File: src/rtl/core/ndps_pkg.sv
// ----------------------------------------------------------------------------
// ndps_pkg: shared types, widths and sigmoid table builder
// Holds the product queue entry type, the datapath widths and the
// elaboration-time functions that build the sigmoid lookup table.
// ----------------------------------------------------------------------------
`default_nettype none

package ndps_pkg;

	// Datapath widths
	localparam int DATA_W    = 16;
	localparam int PROD_W    = 32;
	localparam int ACC_W     = 40;
	localparam int SHIFT     = 21;
	localparam int IDX_W     = ACC_W - SHIFT;
	localparam int ADDR_W    = 9;
	localparam int ROM_HALF  = 256;
	localparam int HALF_W    = 8;
	localparam int IN_TDATA_W  = 32;
	localparam int OUT_TDATA_W = 16;

	// Default depth of the queue between front and back
	localparam int QUEUE_DEPTH = 4;

	// Queue entry: one product and its end-of-fan-in flag
	typedef struct packed {
		logic signed [PROD_W-1:0] prod;
		logic                     last;
	} entry_t;

	// Q62 constants
	localparam logic [63:0] Q62_ONE  = 64'h4000_0000_0000_0000;
	localparam logic [63:0] Q63_ONE  = 64'h8000_0000_0000_0000;
	localparam logic [63:0] Q31_ONE  = 64'h0000_0000_8000_0000;
	localparam logic [63:0] RND_HALF = 64'h0000_0000_0000_4000;
	localparam logic [63:0] SAT_MAX  = 64'h0000_0000_0000_FFFF;

	// Restoring shift-subtract divide, used at elaboration only
	function automatic logic [63:0] udiv64(logic [63:0] num, logic [63:0] den);
		logic [64:0] rem;
		logic [63:0] quo;
		rem = '0;
		quo = '0;
		for (int i = 63; i >= 0; i--) begin
			rem = {rem[63:0], num[i]};
			if (rem >= {1'b0, den}) begin
				rem    = rem - {1'b0, den};
				quo[i] = 1'b1;
			end
		end
		return quo;
	endfunction

	// (a * b) >> 62 for Q62 operands
	function automatic logic [63:0] mul_q62(logic [63:0] a, logic [63:0] b);
		logic [127:0] t;
		t = {64'd0, a} * {64'd0, b};
		return t[125:62];
	endfunction

	// Sigmoid table entry at address idx (table index k = idx - 256)
	function automatic logic [DATA_W-1:0] sig_entry(int unsigned idx);
		logic [63:0] r;
		logic [63:0] term;
		logic [63:0] r2;
		logic [63:0] p;
		logic [63:0] den;
		logic [63:0] q;
		logic [63:0] val;
		int unsigned steps;
		r    = Q62_ONE;
		term = Q62_ONE;
		// exp(-1/64) by its Taylor series
		for (int n = 1; n <= 20; n++) begin
			term = udiv64(term, 64'(64 * n));
			if (n % 2 == 1) begin
				r = r - term;
			end else begin
				r = r + term;
			end
		end
		r2    = mul_q62(r, r);
		p     = r;
		steps = (idx >= ROM_HALF) ? idx - ROM_HALF : (ROM_HALF - 1) - idx;
		for (int unsigned k = 0; k < steps; k++) begin
			p = mul_q62(p, r2);
		end
		den = (Q62_ONE + p) >> 30;
		q   = udiv64(Q63_ONE, den);
		if (idx >= ROM_HALF) begin
			val = (q + RND_HALF) >> 15;
		end else begin
			val = ((Q31_ONE - q) + RND_HALF) >> 15;
		end
		if (val > SAT_MAX) begin
			val = SAT_MAX;
		end
		return val[DATA_W-1:0];
	endfunction

endpackage

`default_nettype wire

File: src/rtl/core/ndps_front.sv
// ----------------------------------------------------------------------------
// ndps_front: input stage and multiplier
// Accepts activation/weight requests, registers their signed product with
// the last flag and hands it to the product queue.
// ----------------------------------------------------------------------------
`default_nettype none

module ndps_front (
	input  wire logic                                 clk,
	input  wire logic                                 arst_n,
	input  wire logic                                 in_valid,
	output logic                                      in_ready,
	input  wire logic signed [ndps_pkg::DATA_W-1:0]   activation,
	input  wire logic signed [ndps_pkg::DATA_W-1:0]   weight,
	input  wire logic                                 last,
	output logic                                      push_valid,
	input  wire logic                                 push_ready,
	output ndps_pkg::entry_t                          push_data
);

	logic              valid_s1;
	ndps_pkg::entry_t  entry_s1;
	logic              take;

	// Take a request when the stage is empty or drains this cycle
	assign in_ready = !valid_s1 || push_ready;
	assign take     = in_valid && in_ready;

	// Hold stage occupancy
	always_ff @(posedge clk or negedge arst_n) begin
		if (!arst_n) begin
			valid_s1 <= 1'b0;
		end else if (in_ready) begin
			valid_s1 <= in_valid;
		end
	end

	// Register product and flag
	always_ff @(posedge clk) begin
		if (take) begin
			entry_s1.prod <= ndps_pkg::PROD_W'(activation) * ndps_pkg::PROD_W'(weight);
			entry_s1.last <= last;
		end
	end

	assign push_valid = valid_s1;
	assign push_data  = entry_s1;

endmodule

`default_nettype wire

File: src/rtl/core/ndps_queue.sv
// ----------------------------------------------------------------------------
// ndps_queue: short product queue
// Register-based FIFO between front and back so that each side can stall
// on its own.
// ----------------------------------------------------------------------------
`default_nettype none

module ndps_queue #(
	parameter int DEPTH = ndps_pkg::QUEUE_DEPTH
) (
	input  wire logic              clk,
	input  wire logic              arst_n,
	input  wire logic              push_valid,
	output logic                   push_ready,
	input  wire ndps_pkg::entry_t  push_data,
	output logic                   pop_valid,
	input  wire logic              pop_ready,
	output ndps_pkg::entry_t       pop_data
);

	localparam int PTR_W = (DEPTH > 1) ? $clog2(DEPTH) : 1;
	localparam int CNT_W = $clog2(DEPTH + 1);

	ndps_pkg::entry_t  mem_q [DEPTH];
	logic [PTR_W-1:0]  wr_ptr_q;
	logic [PTR_W-1:0]  rd_ptr_q;
	logic [CNT_W-1:0]  count_q;
	logic              push;
	logic              pop;

	assign push_ready = (count_q != CNT_W'(DEPTH));
	assign pop_valid  = (count_q != '0);
	assign push       = push_valid && push_ready;
	assign pop        = pop_valid && pop_ready;
	assign pop_data   = mem_q[rd_ptr_q];

	// Advance pointers and fill count
	always_ff @(posedge clk or negedge arst_n) begin
		if (!arst_n) begin
			wr_ptr_q <= '0;
			rd_ptr_q <= '0;
			count_q  <= '0;
		end else begin
			if (push) begin
				wr_ptr_q <= (wr_ptr_q == PTR_W'(DEPTH - 1)) ? '0 : wr_ptr_q + 1'b1;
			end
			if (pop) begin
				rd_ptr_q <= (rd_ptr_q == PTR_W'(DEPTH - 1)) ? '0 : rd_ptr_q + 1'b1;
			end
			if (push && !pop) begin
				count_q <= count_q + 1'b1;
			end else if (pop && !push) begin
				count_q <= count_q - 1'b1;
			end
		end
	end

	// Store entries
	always_ff @(posedge clk) begin
		if (push) begin
			mem_q[wr_ptr_q] <= push_data;
		end
	end

	a_count_bound: assert property (@(posedge clk) disable iff (!arst_n)
		count_q <= CNT_W'(DEPTH))
		else $error("queue fill count beyond depth");

	a_count_push: assert property (@(posedge clk) disable iff (!arst_n)
		(push && !pop) |=> count_q == $past(count_q) + 1'b1)
		else $error("queue count missed a push");

endmodule

`default_nettype wire

File: src/rtl/core/ndps_back.sv
// ----------------------------------------------------------------------------
// ndps_back: accumulator, index clamp and sigmoid lookup
// Pops products, accumulates them in 40 bits and, at the end of a fan-in,
// turns the sum into a table address and emits the sigmoid value.
// ----------------------------------------------------------------------------
`default_nettype none

module ndps_back (
	input  wire logic                               clk,
	input  wire logic                               arst_n,
	input  wire logic                               pop_valid,
	output logic                                    pop_ready,
	input  wire ndps_pkg::entry_t                   pop_data,
	output logic                                    out_valid,
	input  wire logic                               out_ready,
	output logic [ndps_pkg::DATA_W-1:0]             neuron_out
);

	logic                                   adv;
	logic signed [ndps_pkg::ACC_W-1:0]      acc_q;
	logic signed [ndps_pkg::ACC_W-1:0]      acc_next;
	logic                                   valid_s1;
	logic signed [ndps_pkg::ACC_W-1:0]      sum_s1;
	logic signed [ndps_pkg::IDX_W-1:0]      idx;
	logic [ndps_pkg::ADDR_W-1:0]            addr;
	logic                                   valid_s2;
	logic [ndps_pkg::ADDR_W-1:0]            addr_s2;
	logic                                   out_valid_q;
	logic [ndps_pkg::DATA_W-1:0]            out_data_q;
	logic [ndps_pkg::DATA_W-1:0]            rom_lo [ndps_pkg::ROM_HALF];
	logic [ndps_pkg::DATA_W-1:0]            rom_hi [ndps_pkg::ROM_HALF];

	// Advance the whole back pipeline when the output register frees up
	assign adv       = !out_valid_q || out_ready;
	assign pop_ready = adv;
	assign acc_next  = acc_q + ndps_pkg::ACC_W'(pop_data.prod);

	// Accumulate; clear at the end of a fan-in
	always_ff @(posedge clk or negedge arst_n) begin
		if (!arst_n) begin
			acc_q <= '0;
		end else if (adv && pop_valid) begin
			acc_q <= pop_data.last ? '0 : acc_next;
		end
	end

	// Valid bits of the back pipeline
	always_ff @(posedge clk or negedge arst_n) begin
		if (!arst_n) begin
			valid_s1    <= 1'b0;
			valid_s2    <= 1'b0;
			out_valid_q <= 1'b0;
		end else if (adv) begin
			valid_s1    <= pop_valid && pop_data.last;
			valid_s2    <= valid_s1;
			out_valid_q <= valid_s2;
		end
	end

	// Floor shift and clamp to -256..255, then offset by 256
	assign idx = sum_s1[ndps_pkg::ACC_W-1:ndps_pkg::SHIFT];
	always_comb begin
		if (idx[ndps_pkg::IDX_W-1] && (idx[ndps_pkg::IDX_W-2:ndps_pkg::HALF_W] != '1)) begin
			addr = '0;
		end else if (!idx[ndps_pkg::IDX_W-1] &&
				(idx[ndps_pkg::IDX_W-2:ndps_pkg::HALF_W] != '0)) begin
			addr = '1;
		end else begin
			addr = {~idx[ndps_pkg::HALF_W], idx[ndps_pkg::HALF_W-1:0]};
		end
	end

	// Sigmoid table, split in two halves
	for (genvar g = 0; g < ndps_pkg::ROM_HALF; g++) begin : g_rom
		localparam logic [ndps_pkg::DATA_W-1:0] LO = ndps_pkg::sig_entry(g);
		localparam logic [ndps_pkg::DATA_W-1:0] HI =
			ndps_pkg::sig_entry(g + ndps_pkg::ROM_HALF);
		assign rom_lo[g] = LO;
		assign rom_hi[g] = HI;
	end

	// Payload stages
	always_ff @(posedge clk) begin
		if (adv) begin
			sum_s1     <= acc_next;
			addr_s2    <= addr;
			out_data_q <= addr_s2[ndps_pkg::ADDR_W-1] ?
				rom_hi[addr_s2[ndps_pkg::HALF_W-1:0]] :
				rom_lo[addr_s2[ndps_pkg::HALF_W-1:0]];
		end
	end

	assign out_valid  = out_valid_q;
	assign neuron_out = out_data_q;

	a_acc_clear: assert property (@(posedge clk) disable iff (!arst_n)
		(adv && pop_valid && pop_data.last) |=> acc_q == '0)
		else $error("accumulator not cleared after end of fan-in");

	a_out_source: assert property (@(posedge clk) disable iff (!arst_n)
		$rose(out_valid_q) |-> $past(valid_s2))
		else $error("result raised without a lookup in flight");

endmodule

`default_nettype wire

File: src/rtl/core/neuron_dot_product_sigmoid_top.sv
// ----------------------------------------------------------------------------
// neuron_dot_product_sigmoid_top: single neuron, dot product and sigmoid
// Usage:
//   Input stream (s_*): one request per activation/weight pair; s_tdata
//   carries activation in [15:0] and weight in [31:16], both signed, and
//   s_tlast marks the final pair of the neuron's fan-in.
//   Output stream (m_*): one result per fan-in, m_tdata[15:0] is the
//   sigmoid of the weighted sum, unsigned Q0.16.
// Throughput: one pair per clock while no stall holds the flow; the multiplier
//   and the accumulator each take one pair per cycle.
// Path: the request that carries s_tlast passes the multiply, queue, accumulate,
//   clamp and lookup registers before its result shows on m_tvalid.
// Stalls: a low m_tready holds the result register and the back pipeline;
//   the front keeps taking requests until the product queue (QUEUE_DEPTH
//   entries) and the multiplier stage fill, then drops s_tready.
// Reset: arst_n clears the accumulator, the queue and all valid bits; the
//   block takes requests in the first cycle after reset.
// ----------------------------------------------------------------------------
`default_nettype none

module neuron_dot_product_sigmoid_top #(
	parameter int QUEUE_DEPTH = ndps_pkg::QUEUE_DEPTH
) (
	input  wire logic                                 clk,
	input  wire logic                                 arst_n,
	input  wire logic                                 s_tvalid,
	output logic                                      s_tready,
	input  wire logic [ndps_pkg::IN_TDATA_W-1:0]      s_tdata,  // activation, weight
	input  wire logic                                 s_tlast,
	output logic                                      m_tvalid,
	input  wire logic                                 m_tready,
	output logic [ndps_pkg::OUT_TDATA_W-1:0]          m_tdata   // neuron_out
);

	logic              push_valid;
	logic              push_ready;
	ndps_pkg::entry_t  push_data;
	logic              pop_valid;
	logic              pop_ready;
	ndps_pkg::entry_t  pop_data;
	logic [ndps_pkg::DATA_W-1:0] neuron_out;

	// Accept and multiply
	ndps_front u_front (
		.clk        (clk),
		.arst_n     (arst_n),
		.in_valid   (s_tvalid),
		.in_ready   (s_tready),
		.activation (s_tdata[ndps_pkg::DATA_W-1:0]),
		.weight     (s_tdata[2*ndps_pkg::DATA_W-1:ndps_pkg::DATA_W]),
		.last       (s_tlast),
		.push_valid (push_valid),
		.push_ready (push_ready),
		.push_data  (push_data)
	);

	// Decouple front from back
	ndps_queue #(
		.DEPTH (QUEUE_DEPTH)
	) u_queue (
		.clk        (clk),
		.arst_n     (arst_n),
		.push_valid (push_valid),
		.push_ready (push_ready),
		.push_data  (push_data),
		.pop_valid  (pop_valid),
		.pop_ready  (pop_ready),
		.pop_data   (pop_data)
	);

	// Accumulate and look up the sigmoid
	ndps_back u_back (
		.clk        (clk),
		.arst_n     (arst_n),
		.pop_valid  (pop_valid),
		.pop_ready  (pop_ready),
		.pop_data   (pop_data),
		.out_valid  (m_tvalid),
		.out_ready  (m_tready),
		.neuron_out (neuron_out)
	);

	assign m_tdata = neuron_out;

endmodule

`default_nettype wire

File: config.mk
export PLATFORM = sky130hd
export DESIGN_NAME = neuron_dot_product_sigmoid_top
export DESIGN_NICKNAME = d
export VERILOG_FILES = /design/src/rtl/core/ndps_pkg.sv /design/src/rtl/core/ndps_front.sv /design/src/rtl/core/ndps_queue.sv /design/src/rtl/core/ndps_back.sv /design/src/rtl/core/neuron_dot_product_sigmoid_top.sv
export SDC_FILE = /design/constraint.sdc
export NUM_CORES = 1
export LEC_CHECK = 0
export ABC_AREA = 1
export BUFFER_PORTS_ARGS = -buffer_cell sky130_fd_sc_hd__buf_2
export CORE_AREA = 2 2 228 230
export CTS_BUF_LIST = sky130_fd_sc_hd__clkbuf_8
export CTS_CLUSTER_SIZE = 10
export DETAILED_ROUTE_END_ITERATION = 12
export DIE_AREA = 0 0 230 232
export PLACE_DENSITY = 0.75
export SYNTH_ARGS = -nofsm -noshare
export SYNTH_HDL_FRONTEND = slang
export SYNTH_HIERARCHICAL = 1
export SYNTH_SLANG_ARGS = --single-unit
File: constraint.sdc
create_clock -name clk -period 7.15 [get_ports clk]
set_clock_uncertainty 0.05 [all_clocks]
set_input_delay 1.43 -clock clk [delete_from_list [all_inputs] [get_ports clk]]
set_output_delay 1.43 -clock clk [all_outputs]
set_load 0.005 [all_outputs]
==> results.py <==
metrics = {
    "drt": {
        "drtIter0Drc": 3541,
        "viasPerCell": 5.91,
        "drc_errors": 0,
        "drt-wirelength-per-cell_um": 23.5,
        "wl_um": 113000,
        "postRouteAntennaNets": 0,
        "vias": 28400,
        "dr.pass1.iters": 9,
    },
    "final_layout": {
        "utilization": 0.615,
        "area_growth_pct": 5.26,
        "drive_gt1_frac": 0.0726,
        "nets": 4536,
        "final_area_um2": 31300,
    },
    "synthesis": {
        "ys_types": 50,
        "synth_edf_count": 209,
        "ys_ff_latch": 260,
        "syn_area_um2": 29700,
        "synth_top_family_by_area": "simple AND/OR/NAND/NOR gates",
        "synth_top_area_frac": 0.211,
        "syn_inst": 4110,
        "synth_mux_area_frac": 0,
        "synth_area_leader_cell": "edfxtp_1",
        "synth_area_per_cell_um2": 7.23,
        "synth_top_flop_cell": "edfxtp_1",
        "yosys.area_share.xor_xnor": 0.00795,
        "yosysSeqAreaShare": 0.254,
        "ys_top_cells_by_area": "edfxtp_1 21%, fa_1 18%, nand2_1 18%, inv_1 9.5%, ha_1 6.3%",
        "yosys_warnings": 6,
        "synth-compound-area-share": 0.0863,
        "synth-simple-area-share": 0.284,
        "syn_nets": 4561,
        "synth_fa_ha_area_frac": 0.241,
        "synth-async-reset-ratio": 0.196,
    },
    "worst_setup_path": {
        "cpMostUsedCell": "fa_1",
        "crit_path_max_fanout": 16,
        "critPathSlowestCell": "fa_1",
        "path_cells": "buf_2 -> nand2_1 -> inv_1 -> fa_1 -> fa_1 -> fa_1 -> fa_1 -> fa_1 -> inv_1 -> fa_1 -> inv_1 -> ha_1 -> a21oi_1 -> o21ai_0 -> a21oi_1 -> nand3_1 -> nand2_1 -> nand2_1",
        "start_kind": "input port",
        "r2r_cells": 11,
        "setup.worst_path.end_class": "register",
        "critical_path.max_stage_delay_ps": 860,
        "crit_type": "input port to register",
        "cp_data_arrival_time_ps": 6710,
        "cp.required_ps": 7500,
    },
    "sta": {
        "fmax_mhz": 157,
        "worst_pin_slew_ps": 1320,
        "setup_viol": 0,
        "rsz0062_at_grt": "false",
        "hold_violations": 0,
        "fin_setup_tns_ps": 0,
        "worst_slack_ps": 795,
        "slew_viol_final": 0,
        "fin_crit_ps": 6360,
        "fin_crit_sh": 0.889,
        "slew_headroom": 0.110,
    },
    "grt": {
        "track_usage": 0.425,
        "antenna_found_initial": 4,
        "met2_usage": 0.641,
        "use_met1": 0.544,
        "grtUsageMet3": 0.111,
        "grt_pass1_wl_um": 167000,
        "top_usage_layer": "met2",
        "gr-total-overflow": 0,
        "grt_start_max_net_pins": 97,
        "grt_pass1_vias": 27100,
    },
    "placement": {
        "place_area_um2": 30400,
        "port_buffers": 54,
        "gp_congestion": 1.09,
        "dp.final_hpwl_um": 81900,
        "place_ws_ps": 204,
    },
    "job": {
        "maxCapViolCount": 0,
    },
    "floorplanning": {
        "num_io_pins": 55,
        "die-area_um2": 53400,
        "die_h_um": 232,
        "initial_utilization": 0.584,
        "rows": 83,
        "design.core.area_um2": 50900,
        "die_x_um": 230,
    },
    "clocking": {
        "post-cts-setup-buffer-count": 0,
        "clk_latency_ps": 660,
        "cts_root_buf": "clkbuf_8",
        "cts.sinks": 260,
        "cts_tree": "yes",
        "cts_resized": 0,
        "cts_max_level": 2,
        "cts_buffers": 44,
        "clk_pin_slew_ps": 60,
        "hold_buffers": 0,
        "cts_buffer_depth": 3,
    },
    "hold_path": {
        "hold_depth": 2,
        "hold_path.class": "register to register",
    },
    "outcome": {
        "outcome": "finished clean",
    },
}
[registers in the layout, summed over array words and instances, names as in the netlist]
signal,cells
u_queue/mem_q,132
u_back/acc_q,40
u_front/push_valid,1
u_back/valid_s1,1
u_back/valid_s2,1
u_queue/rd_ptr_q,2
u_back/neuron_out,16
u_queue/wr_ptr_q,2
u_queue/count_q,3
u_back/sum_s1,19
u_back/addr_s2,9
u_back/out_valid,1
u_front/push_data,33
[synthesized netlist by cell type (20+ instances only)]
cell         n
nand4_1     31
clkbuf_1    75
nand2_1   1398
o211ai_1    52
nand2_2     36
nor2_1     235
o21ai_0    129
inv_1      755
edfxtp_1   209
dfrtp_1     51
buf_2       59
fa_1       264
a21oi_1    127
inv_2       20
o211ai_2    33
nand3_1    276
ha_1       150
[critical path: cells and delay by family]
family,cells,cell delay (ps)
fa+ha+maj,7,3660
compound gates,3,720
buf+inv,4,510
simple gates,4,390
[final timing paths]
path,from,endpoint,slack (ps)
min in group asynchronous,arst_n,u_back/acc_q[27]$_DFFE_PN0P_,840
max in group asynchronous,arst_n,u_queue/rd_ptr_q[0]$_DFFE_PN0P_,5690
max,s_tdata[15],u_front/push_data[25]$_DFFE_PP_,790
max reg2reg,u_back/addr_s2[4]$_SDFFCE_PP0N_,u_back/neuron_out[6]$_DFFE_PN_,2540
min reg2reg,u_back/valid_s2$_DFFE_PN0N_,u_back/out_valid$_DFFE_PN0N_,410
min,u_back/valid_s2$_DFFE_PN0N_,u_back/out_valid$_DFFE_PN0N_,410
[routing by layer]
layer | part of all wire | vias to the layer above
li1 | - | 12700
met1 | 0.37 | 13400
met2 | 0.44 | 1850
met3 | 0.12 | 489
met4 | 0.074 | 2
met5 | 0.00011 | -
[cells by family (layout without fill, tap and decap cells)]
kind of cell,count (synthesis),after routing
AO/OA/AOI/OAI,412,412
AND/OR/NAND/NOR,2052,2052
XOR/XNOR,27,27
other,0,4
adder cells (fa/ha/maj),414,414
flip-flops,260,260
buffers and inverters,945,955
[per-stage QoR]
| step | hold WS (ps) | cells |
|---|---|---|
| 2_1_floorplan | 370 | 4110 |
| 3_3_place_gp | 381 | 4719 |
| 3_5_place_dp | 395 | 4719 |
| 4_1_cts | 406 | 4800 |
| 5_1_grt | 455 | 4801 |
| 6_report | 406 | 4804 |
[layout make-up]
cell class,instances,area [um^2]
Fill cell,4632,19600
Multi-Input combinational cell,2905,18400
Sequential cell,260,7560
Inverter,778,2920
Tap cell,680,851
Clock buffer,47,647
Timing Repair Buffer,96,598
Clock inverter,34,264
Antenna cell,4,10.0
[placed cells by master (no fill, tap or decap), drive strengths merged, types with 9 or more instances in the layout]
cell,netlist,layout
edfxtp,209,209
o21bai,9,9
fa,264,264
and2,18,18
clkbuf,76,47
nand3,279,279
nor3,17,17
a21oi,132,132
o21ai,148,148
a31oi,10,10
o211ai,85,85
clkinv,3,19
inv,775,789
nand4,31,31
buf,91,96
xor2,19,19
nor2,256,256
ha,150,150
dfrtp,51,51
or2,12,12
nand2,1434,1434
Power is not shown: default switching activity piles up to over one toggle a cycle in this logic, so the estimate is an artifact.
